===== config.mk =====
export PLATFORM = sky130hd
export DESIGN_NAME = modbus_read_holding_responder_core
export DESIGN_NICKNAME = d
export VERILOG_FILES = /design/src/rtl/mbrh_pkg.sv /design/src/rtl/modbus_read_holding_responder_core.sv
export SDC_FILE = /design/constraint.sdc
export NUM_CORES = 1
export LEC_CHECK = 0
export ABC_AREA = 0
export BUFFER_PORTS_ARGS = -buffer_cell sky130_fd_sc_hd__clkbuf_2
export CORE_MARGIN = 2
export CORE_UTILIZATION = 35
export DETAILED_ROUTE_END_ITERATION = 8
export RECOVER_POWER = 25
export SKIP_CTS_REPAIR_TIMING = 1
export SYNTH_ARGS = -nofsm -noshare
export SYNTH_HDL_FRONTEND = slang
export SYNTH_SLANG_ARGS = --single-unit

===== constraint.sdc =====
create_clock -name clk -period 4.78 [get_ports clk]
set_clock_uncertainty 0.15 [all_clocks]
set_input_delay 0.717 -clock clk [delete_from_list [all_inputs] [get_ports clk]]
set_output_delay 0.717 -clock clk [all_outputs]
set_load 0.05 [all_outputs]

===== src/rtl/mbrh_pkg.sv =====
package mbrh_pkg;

  // request op codes
  localparam logic OP_LOAD = 1'b0;
  localparam logic OP_READ = 1'b1;

  // exception frame contents
  localparam logic [7:0] EXC_FLAG        = 8'h80;
  localparam logic [7:0] EXC_BAD_ADDRESS = 8'h02;
  localparam logic [7:0] EXC_BAD_COUNT   = 8'h03;
  localparam logic [5:0] EXC_FRAME_LEN   = 6'd5;

  // header bytes plus crc bytes around the data of a normal frame
  localparam logic [5:0] FRAME_OVERHEAD  = 6'd5;
  localparam logic [5:0] HDR_LEN         = 6'd3;

  localparam logic [15:0] CRC_INIT = 16'hFFFF;
  localparam logic [15:0] CRC_POLY = 16'hA001;

  typedef logic [15:0] crc_t;

  // one byte through the reflected modbus crc16
  function automatic crc_t crc_feed(input crc_t crc_in, input logic [7:0] data_byte);
    crc_t c;
    c = crc_in ^ {8'h00, data_byte};
    for (int k = 0; k < 8; k++) begin
      if (c[0]) begin
        c = (c >> 1) ^ CRC_POLY;
      end else begin
        c = c >> 1;
      end
    end
    return c;
  endfunction

endpackage


===== src/rtl/modbus_read_holding_responder_core.sv =====
// channel  | direction | handshake           | payload
// in_      | input     | in_valid / in_stall | op, slave id, func code, start, count, load
// out_     | output    | out_valid/out_stall | frame byte, last byte flag, exception flag
//
// a load item writes one entry of the register store when its index lies within the store
// a read request, once accepted, sends one frame byte per cycle unless out_stall holds it:
//   2*count+5 bytes for a normal frame (at most 63), 5 for an exception frame
// the frame walk reads the store one register ahead, so the single read port paces data
// rst_n is synchronous; it clears the store's valid bits, the sequencer and out_valid
// out_stall holds the output register; the sequencer waits, and in_stall stays high
// until the last byte of the frame has been loaded into the output register
module modbus_read_holding_responder_core #(
  parameter int NUM_REGS  = 64,
  parameter int MAX_COUNT = 29
) (
  input  logic        clk,
  input  logic        rst_n,
  input  logic        in_valid,
  output logic        in_stall,
  input  logic        in_op,
  input  logic [7:0]  in_slave_id,
  input  logic [7:0]  in_func_code,
  input  logic [15:0] in_start_addr,
  input  logic [15:0] in_reg_count,
  input  logic [5:0]  in_load_index,
  input  logic [15:0] in_load_value,
  output logic        out_valid,
  input  logic        out_stall,
  output logic [7:0]  out_byte,
  output logic        out_last_byte,
  output logic        out_is_exception
);

  // loads only reach the first 64 entries; the rest of the store always reads zero
  localparam int STORE_DEPTH = (NUM_REGS < 64) ? NUM_REGS : 64;
  localparam int SIDX_W      = (STORE_DEPTH > 1) ? $clog2(STORE_DEPTH) : 1;

  localparam logic ST_IDLE = 1'b0;
  localparam logic ST_EMIT = 1'b1;

  // store
  logic [15:0]  mem [STORE_DEPTH];
  logic [STORE_DEPTH-1:0] valid_r;
  logic [15:0]  rdata_r;
  logic         rd_ok_r;
  logic         rd_en;
  logic [15:0]  rd_addr;
  logic [SIDX_W-1:0] rd_idx;
  logic         rd_in_range;
  logic         wr_en;
  logic [SIDX_W-1:0] wr_idx;

  // sequencer
  logic         state_r, state_nxt;
  logic [5:0]   pos_r;
  logic [5:0]   len_r;
  logic         exc_r;
  logic         hi_r;
  logic [7:0]   sid_r;
  logic [7:0]   fc_r;
  logic [7:0]   hdr2_r;
  logic [15:0]  cur_addr_r;
  mbrh_pkg::crc_t crc_r;

  logic         out_valid_r;
  logic [7:0]   out_byte_r;
  logic         out_last_r;
  logic         out_exc_r;

  logic         accept;
  logic         req_accept;
  logic         can_load;
  logic         advance;
  logic         bad_count;
  logic         bad_addr;
  logic [16:0]  end_sum;
  logic         in_data;
  logic         is_crc_lo;
  logic         is_crc_hi;
  logic         is_last;
  logic [15:0]  rword;
  logic [7:0]   next_byte;

  assign in_stall   = (state_r != ST_IDLE);
  assign accept     = in_valid && !in_stall;
  assign req_accept = accept && (in_op == mbrh_pkg::OP_READ);
  assign can_load   = !out_valid_r || !out_stall;
  assign advance    = (state_r == ST_EMIT) && can_load;

  assign bad_count = (in_reg_count == 16'd0) || (in_reg_count > 16'(MAX_COUNT));
  assign end_sum   = {1'b0, in_start_addr} + {1'b0, in_reg_count};
  assign bad_addr  = end_sum > 17'(NUM_REGS);

  assign is_crc_hi = ({1'b0, pos_r} + 7'd1) == {1'b0, len_r};
  assign is_crc_lo = ({1'b0, pos_r} + 7'd2) == {1'b0, len_r};
  assign in_data   = (pos_r >= mbrh_pkg::HDR_LEN) && (({1'b0, pos_r} + 7'd2) < {1'b0, len_r});
  assign is_last   = is_crc_hi;

  assign rword = rd_ok_r ? rdata_r : 16'h0000;

  always_comb begin
    if (pos_r == 6'd0) begin
      next_byte = sid_r;
    end else if (pos_r == 6'd1) begin
      next_byte = fc_r;
    end else if (pos_r == 6'd2) begin
      next_byte = hdr2_r;
    end else if (in_data) begin
      next_byte = hi_r ? rword[15:8] : rword[7:0];
    end else if (is_crc_lo) begin
      next_byte = crc_r[7:0];
    end else begin
      next_byte = crc_r[15:8];
    end
  end

  // first register is fetched at accept, the next one as the low byte goes out
  assign rd_en   = req_accept || (advance && in_data && !hi_r);
  assign rd_addr = req_accept ? in_start_addr : cur_addr_r;
  assign rd_idx  = rd_addr[SIDX_W-1:0];
  assign rd_in_range = {1'b0, rd_addr} < 17'(STORE_DEPTH);

  assign wr_en  = accept && (in_op == mbrh_pkg::OP_LOAD) &&
                  ({1'b0, in_load_index} < 7'(STORE_DEPTH));
  assign wr_idx = in_load_index[SIDX_W-1:0];

  always_ff @(posedge clk) begin
    if (wr_en) begin
      mem[wr_idx] <= in_load_value;
    end
    if (rd_en) begin
      rdata_r <= mem[rd_idx];
    end
  end

  always_comb begin
    state_nxt = state_r;
    case (state_r)
      ST_IDLE: begin
        if (req_accept) begin
          state_nxt = ST_EMIT;
        end
      end
      ST_EMIT: begin
        if (advance && is_last) begin
          state_nxt = ST_IDLE;
        end
      end
      default: state_nxt = ST_IDLE;
    endcase
  end

  // control state
  always_ff @(posedge clk) begin
    if (!rst_n) begin
      state_r     <= ST_IDLE;
      out_valid_r <= 1'b0;
      valid_r     <= '0;
      rd_ok_r     <= 1'b0;
    end else begin
      state_r <= state_nxt;
      if (advance) begin
        out_valid_r <= 1'b1;
      end else if (!out_stall) begin
        out_valid_r <= 1'b0;
      end
      if (wr_en) begin
        valid_r[wr_idx] <= 1'b1;
      end
      if (rd_en) begin
        rd_ok_r <= rd_in_range && valid_r[rd_idx];
      end
    end
  end

  // frame payload
  always_ff @(posedge clk) begin
    if (req_accept) begin
      sid_r      <= in_slave_id;
      pos_r      <= 6'd0;
      hi_r       <= 1'b1;
      crc_r      <= mbrh_pkg::CRC_INIT;
      cur_addr_r <= in_start_addr + 16'd1;
      if (bad_count) begin
        exc_r  <= 1'b1;
        fc_r   <= in_func_code | mbrh_pkg::EXC_FLAG;
        hdr2_r <= mbrh_pkg::EXC_BAD_COUNT;
        len_r  <= mbrh_pkg::EXC_FRAME_LEN;
      end else if (bad_addr) begin
        exc_r  <= 1'b1;
        fc_r   <= in_func_code | mbrh_pkg::EXC_FLAG;
        hdr2_r <= mbrh_pkg::EXC_BAD_ADDRESS;
        len_r  <= mbrh_pkg::EXC_FRAME_LEN;
      end else begin
        exc_r  <= 1'b0;
        fc_r   <= in_func_code;
        hdr2_r <= {2'b00, in_reg_count[4:0], 1'b0};
        len_r  <= {in_reg_count[4:0], 1'b0} + mbrh_pkg::FRAME_OVERHEAD;
      end
    end else if (advance) begin
      pos_r <= pos_r + 6'd1;
      if (in_data) begin
        hi_r <= !hi_r;
      end
      if (!is_crc_lo && !is_crc_hi) begin
        crc_r <= mbrh_pkg::crc_feed(crc_r, next_byte);
      end
      if (rd_en) begin
        cur_addr_r <= cur_addr_r + 16'd1;
      end
    end
    if (advance) begin
      out_byte_r <= next_byte;
      out_last_r <= is_last;
      out_exc_r  <= exc_r;
    end
  end

  assign out_valid        = out_valid_r;
  assign out_byte         = out_byte_r;
  assign out_last_byte    = out_last_r;
  assign out_is_exception = out_exc_r;

  a_req_starts_frame: assert property (@(posedge clk) disable iff (!rst_n)
    req_accept |=> (state_r == ST_EMIT) && (pos_r == 6'd0))
    else $error("request did not start a frame");

  a_pos_in_frame: assert property (@(posedge clk) disable iff (!rst_n)
    (state_r == ST_EMIT) |-> (pos_r < len_r))
    else $error("byte position ran past frame length");

  a_exc_len: assert property (@(posedge clk) disable iff (!rst_n)
    (state_r == ST_EMIT) && exc_r |-> (len_r == mbrh_pkg::EXC_FRAME_LEN))
    else $error("exception frame with wrong length");

  a_last_ends_frame: assert property (@(posedge clk) disable iff (!rst_n)
    advance && is_last |=> (state_r == ST_IDLE) && out_valid_r && out_last_r)
    else $error("last byte did not close the frame");

  a_no_read_during_load: assert property (@(posedge clk) disable iff (!rst_n)
    wr_en |-> !rd_en && (state_r == ST_IDLE))
    else $error("store write overlapped a frame read");

endmodule


== After elaboration in Yosys (flattened, before gate mapping) ==
Memory sizes are Yosys's and may differ from the RTL's. A register that Yosys moved wholly into a read port is not among the register bits.
Cells that the tools add are included.

* Input bits: 75
* Output and inout port bits: 12
* Register bits after elaboration: 147
* Memories: 1
* Memory bits (writable): 1024
* Word-level logic and storage cells: 132

* Add/subtract/negate cells: 7
* Reduce and logical (&&, ||, !) cells: 28
* Bitwise logic cells: 12
* Equality and inequality tests: 5
* Magnitude comparators: 8
* Muxes and demuxes: 53

{| class="wikitable"
|+ Memories
! name !! depth !! bits a word !! rd ports !! clocked after Yosys merged registers in !! wr ports !! RTL line !! text
|-
| mem || 64 || 16 || 1 || 1 || 1 || modbus_read_holding_responder_core.sv:42 || <nowiki>logic [15:0] mem [STORE_DEPTH];</nowiki>
|}

{| class="wikitable"
|+ Operators by type and width
! operator !! count
|-
| $mux 16 || 34
|-
| $or 64x64->64 || 1
|-
| $mux 8 || 6
|-
| $add 16x1->16 const B || 2
|-
| $not 2->3 || 8
|-
| $add 16x16->17 || 1
|-
| $gt 17x7->1 const B || 1
|-
| $gt 16x5->1 const B || 1
|-
| $logic_not 16->1 || 1
|-
| $lt 16x7->1 const B || 1
|-
| $xor 16x8->16 || 1
|-
| $eq 7x6->1 || 2
|-
| $lt 6x7->1 const B || 2
|-
| $logic_and 1x1->1 || 11
|-
| $mux 1 || 9
|-
| $add 6x1->7 const B || 1
|-
| $add 6x2->7 const B || 1
|-
| $lt 7x6->1 || 1
|-
| $mux 7 || 1
|-
| $add 6x1->6 const B || 1
|-
| $add 6x3->6 const B || 1
|-
| $bmux 1 s6 || 1
|-
| $demux 1 s6 || 1
|-
| $eq 6x1->1 const B || 1
|-
| 12 further kinds || 23
|}

== Longest topological paths before layout ==
* Depth in word-level cells: 45
* Mapped depth: 15
* Mapped depth without buffers: 13

== Worst setup path after synthesis ==
No wires, ideal clock.

* Kind: reg-to-reg
* Start: register state_r (netlist: in_stall)
* End: register cur_addr_r[14] (data pin)
* Arrival time: 3761 ps
* Required time: 4367 ps
* Cell stages (with the launch flop): 16
* Clock period less this slack: 4174 ps
* Path slack: 606 ps
* Cell sequence: dfxtp_1 nand3b_1 inv_2 mux2i_1 inv_1 clkbuf_1 buf_2 buf_1 clkbuf_1 ha_1 inv_1 or3_1 a21o_1 a21oi_1 nand2_1 xor2_1

* Longest elaborated chain between the ends: 4

{| class="wikitable"
|+ Ends and longest elaborated chain
! what !! RTL line !! text
|-
| start: declaration || modbus_read_holding_responder_core.sv:54 || <nowiki>logic state_r, state_nxt;</nowiki>
|-
| start signal: assignment || modbus_read_holding_responder_core.sv:161 || <nowiki>state_r <= state_nxt;</nowiki>
|-
| $logic_not 1->1 || modbus_read_holding_responder_core.sv:85 || <nowiki>assign accept = in_valid && !in_stall;</nowiki>
|-
| $logic_and 1x1->1 || modbus_read_holding_responder_core.sv:85 ||
|-
| $logic_and 1x1->1 || modbus_read_holding_responder_core.sv:86 || <nowiki>assign req_accept = accept && (in_op == mbrh_pkg::OP_READ);</nowiki>
|-
| $mux 16 || modbus_read_holding_responder_core.sv:178 || <nowiki>if (req_accept) begin</nowiki>
|-
| end signal: assignment || modbus_read_holding_responder_core.sv:183 || <nowiki>cur_addr_r <= in_start_addr + 16'd1;</nowiki>
|-
| end signal: assignment || modbus_read_holding_responder_core.sv:209 || <nowiki>cur_addr_r <= cur_addr_r + 16'd1;</nowiki>
|-
| end: declaration || modbus_read_holding_responder_core.sv:62 || <nowiki>logic [15:0] cur_addr_r;</nowiki>
|}

No other way between the ends.
A chain may end at the register's enable or synchronous reset.

== Worst setup path after layout ==
* Start: register state_r (netlist: in_stall)
* End: register rdata_r[13], read port of mem (data pin)

* Longest elaborated chain between the ends: 4
* Elaborated cells on any way between the ends: 8
* Those cells by class: 1 x mux; 7 x reduce/logical

{| class="wikitable"
|+ Ends and longest elaborated chain
! what !! RTL line !! text
|-
| $logic_not 1->1 / $logic_and 1x1->1 (equally long branches) || modbus_read_holding_responder_core.sv:85, modbus_read_holding_responder_core.sv:88 ||
|-
| $logic_and 1x1->1, on equally long branches || modbus_read_holding_responder_core.sv:85, modbus_read_holding_responder_core.sv:118 ||
|-
| $logic_and 1x1->1, on equally long branches || modbus_read_holding_responder_core.sv:86, modbus_read_holding_responder_core.sv:118 ||
|-
| $mux 16 / $logic_or 1x1->1 (equally long branches) || modbus_read_holding_responder_core.sv:119, modbus_read_holding_responder_core.sv:118 ||
|-
| end: declaration || modbus_read_holding_responder_core.sv:44 || <nowiki>logic [15:0] rdata_r;</nowiki>
|}

Several ways; a longest one is shown, not always the timed one.

==> metrics.md <==
| Metric | Value |
|---|---|
| Status | finished with violations |
| Failing checks | capacitance limit, slew limit |
| Post-Route WL | 137 mm |
| RD Place Congestion | 0.866 |
| CP arrival | 4.74 ns |
| DRT Pass-1 Iters | 5 |
| Register area share after synthesis | 0.708 |
| CTS max path bufs | 3 |
| R2r setup slk | 0.31 ns |
| H-Tree Depth | 3 |
| Pre-CTS setup slack | -0.0179 ns |
| Worst vdd ir | 0.405 mV |
| Vias/cell | 5.41 |
| Prevailing post-synth register cell | edfxtp_1 |
| MaxCap Viol Count | 13 |
| Synth warn | 0 |
| Worst slew pin tran | 3.40 ns |
| IO buf count | 86 |
| Die area | 143000 µm² |
| Endpoint of the worst hold-timing path | fc_r[4] |
| Power per standard cell area | 430 nW/µm² |
| Largest net degree at the start of global routing | 86 |
| Vias in the first global route | 30.8k |
| Max Freq | 224 MHz |
| #FFs+latches synth | 1184 |
| Pwr Total | 24.3 mW |
| Initial antenna violation count | 7 |
| Num CTS Buffers | 116 |
| Final ANT Viol Nets | 0 |
| Startpoint Class | register |
| Starting DRC count in detailed routing | 3411 |
| Hold path depth | 1 |
| Vias | 32.6k |
| TritonCTS Sinks | 1184 |
| Post-synth top area cell | edfxtp_1 |
| Slew margin rel. | -1.27 |
| FILL cells | 13.0k |
| Nets | 4148 |
| IO Pins | 87 |
| Mapped Nets | 4023 |
| Crit Path Category | reg -> reg |
| Grt total ovfl | 0 |
| Syn_area_per_cell | 12.5 µm² |
| RSZ-0062 raised after global routing | no |
| Max stage delay on crit path | 0.92 ns |
| CP Capture Type | register |
| Area contributors post-synth | edfxtp_1 67%, nand2_1 8.6%, dfxtp_1 3.7% |
| Clk_lat worst skew | 0.76 ns |
| Average wire per standard cell | 22.8 µm |
| Initial core utilization | 0.352 |
| CTS root buf | clkbuf_16 |
| Hold_sp | in_func_code[4] |
| Synth top area share | 0.671 |
| Crit-path most repeated cell | a211oi_1 |
| Die X | 378 µm |
| CP cell instances | nand3b_1 -> inv_2 -> mux2i_4 -> inv_8 -> buf_12 -> buf_4 -> nand2_1 -> and3_1 -> a311oi_1 -> a31oi_1 -> a211oi_1 -> a211oi_1 -> a21oi_1 |
| Row count | 137 |
| Worst hold path class | in -> reg |
| Capture point of the worst reg-to-reg path | rdata_r[13] |
| Tot GR Track Use | 0.189 |
| Area of the core | 139000 µm² |
| Slowest CP cell | a211oi_1 |
| First-pass GRT wire length | 202 mm |
| Fin. max-slew vios | 492 |
| Worst reg2reg path startpoint | in_stall |
| Chip height | 378 µm |
| Top-count cell post-synth | nand2_1 |
| Setup WS post-layout | 0.309 ns |
| Setup-failing EPs final | 0 |
| Post-route DRC | 0 |
| Post-synth EDFFs | 1094 |
| Final period utilization | 0.935 |
| Detailed placement HPWL | 79.9 mm |
| Final Hold Vio Count | 0 |
| Worst EP required | 5.05 ns |
| Worst Path Max Fanout | 46 |
| Static Leak | 19.4 nW |
| Ys async rst share | 0 |
| Netlist cell types | 70 |
| Tmin final | 4.47 ns |
| Layout area overhead | 15.3% |
| Reg2reg path depth | 13 |
| Layout cells sized above 1 | 0.117 |
| Clock transition at path regs | 0.06 ns |
| TritonCTS clock tree | built |
| Commonest cells in the netlist | 1117 x nand2_1, 1094 x edfxtp_1, 324 x nand3_1, 231 x clkbuf_1, 170 x a311oi_1 |
| Synth Instances | 3919 |
| Cell Area, Synth | 49000 µm² |
[layout by cell type, fill, tap and decap left out, types with 27 or more instances in the layout]
| cell | n |
|---|---|
| and3_1 | 131 |
| nand3_1 | 324 |
| clkbuf_16 | 117 |
| o21a_1 | 67 |
| nand2_1 | 1117 |
| a31oi_1 | 66 |
| nor2_2 | 36 |
| edfxtp_1 | 1094 |
| mux2i_1 | 36 |
| dfxtp_1 | 90 |
| a311oi_1 | 170 |
| xnor2_1 | 27 |
| clkbuf_2 | 68 |
| a21oi_1 | 81 |
| clkbuf_1 | 50 |
| ha_1 | 28 |
| a211oi_1 | 50 |
| o21ai_0 | 36 |
| buf_4 | 147 |
| nor2_1 | 57 |
[registers in the layout, summed over array words and instances, names as in the netlist]
signal            flops
mem                1024
valid_r              64
crc_r                16
cur_addr_r           16
rdata_r              16
fc_r                  8
out_byte              8
sid_r                 8
hdr2_r                6
pos_r                 6
len_r                 5
exc_r                 1
hi_r                  1
in_stall              1
out_is_exception      1
out_last_byte         1
out_valid             1
rd_ok_r               1
[where the power goes]
part,switching (mW),leakage [nW],internal [mW]
clock,4.01,1.86,5.17
sequential,0.115,10.6,11.5
combinational,2.16,6.93,1.34
total,6.28,19.4,18.0
[critical path: cells and delay by family (launching register included)]
| kind | cells | cell delay, ns |
|---|---|---|
| multiplexers | 1 | 0.52 |
| AO/OA/AOI/OAI | 5 | 1.63 |
| buffers and inverters | 4 | 0.92 |
| flip-flops | 1 | 0.36 |
| AND/OR/NAND/NOR | 3 | 0.52 |
[final cells by class]
cell class                      count  area [µm²]  share of cell area
Sequential cell                  1184       34700               0.614
Clock buffer                      153        3130              0.0555
Multi-Input combinational cell   2444       13400               0.237
Clock inverter                     65         681              0.0121
Tap cell                         1876        2350              0.0416
Timing Repair Buffer              272        2140              0.0379
Antenna cell                        4        10.0            0.000177
Inverter                           26         113             0.00200
[per-layer routing]
metal  routed length, µm  vias to the layer above  track usage
li1                    -                    14800            -
met1               59400                    16300        0.263
met2               61700                     1285        0.291
met3               11300                      232       0.0400
met4                5000                        8       0.0680
met5                  47                        -            0
[stage by stage]
stage          instance area, µm²   util  TNS [ns]  hold WS, ns  instances
2_1_floorplan               49000      -         0        0.250       3919
3_3_place_gp                52600  0.378   -0.0514        0.253       5793
3_5_place_dp                52600  0.378   -0.0179        0.262       5793
4_1_cts                     56400  0.405         0      -0.0183       6011
5_1_grt                     56400  0.405         0     0.000352       6020
6_report                    56400  0.405         0       0.0345       6024
[kinds of logic after synthesis]
logic type	after synthesis	synth area share
AO/OA/AOI/OAI	558	0.0849
XOR/XNOR	52	0.0102
flip-flops	1184	0.708
multiplexers	54	0.0123
buffers and inverters	291	0.0229
adder cells (fa/ha/maj)	29	0.00756
AND/OR/NAND/NOR	1751	0.154
[how the worst max path moves through the flow]
stage	startpoint	end	slack [ns]	cells past startpoint
6_report	in_stall	rdata_r[13]	0.31	13
3_5_place_dp	in_op	rdata_r[11]	-0.02	13
2_1_floorplan	in_stall	cur_addr_r[14]	0.61	15
5_1_grt	in_stall	rdata_r[11]	0.06	12
3_3_place_gp	in_op	rdata_r[13]	-0.04	14
4_1_cts	in_stall	rdata_r[11]	0.36	12
Power figures use the tool's default switching activity.
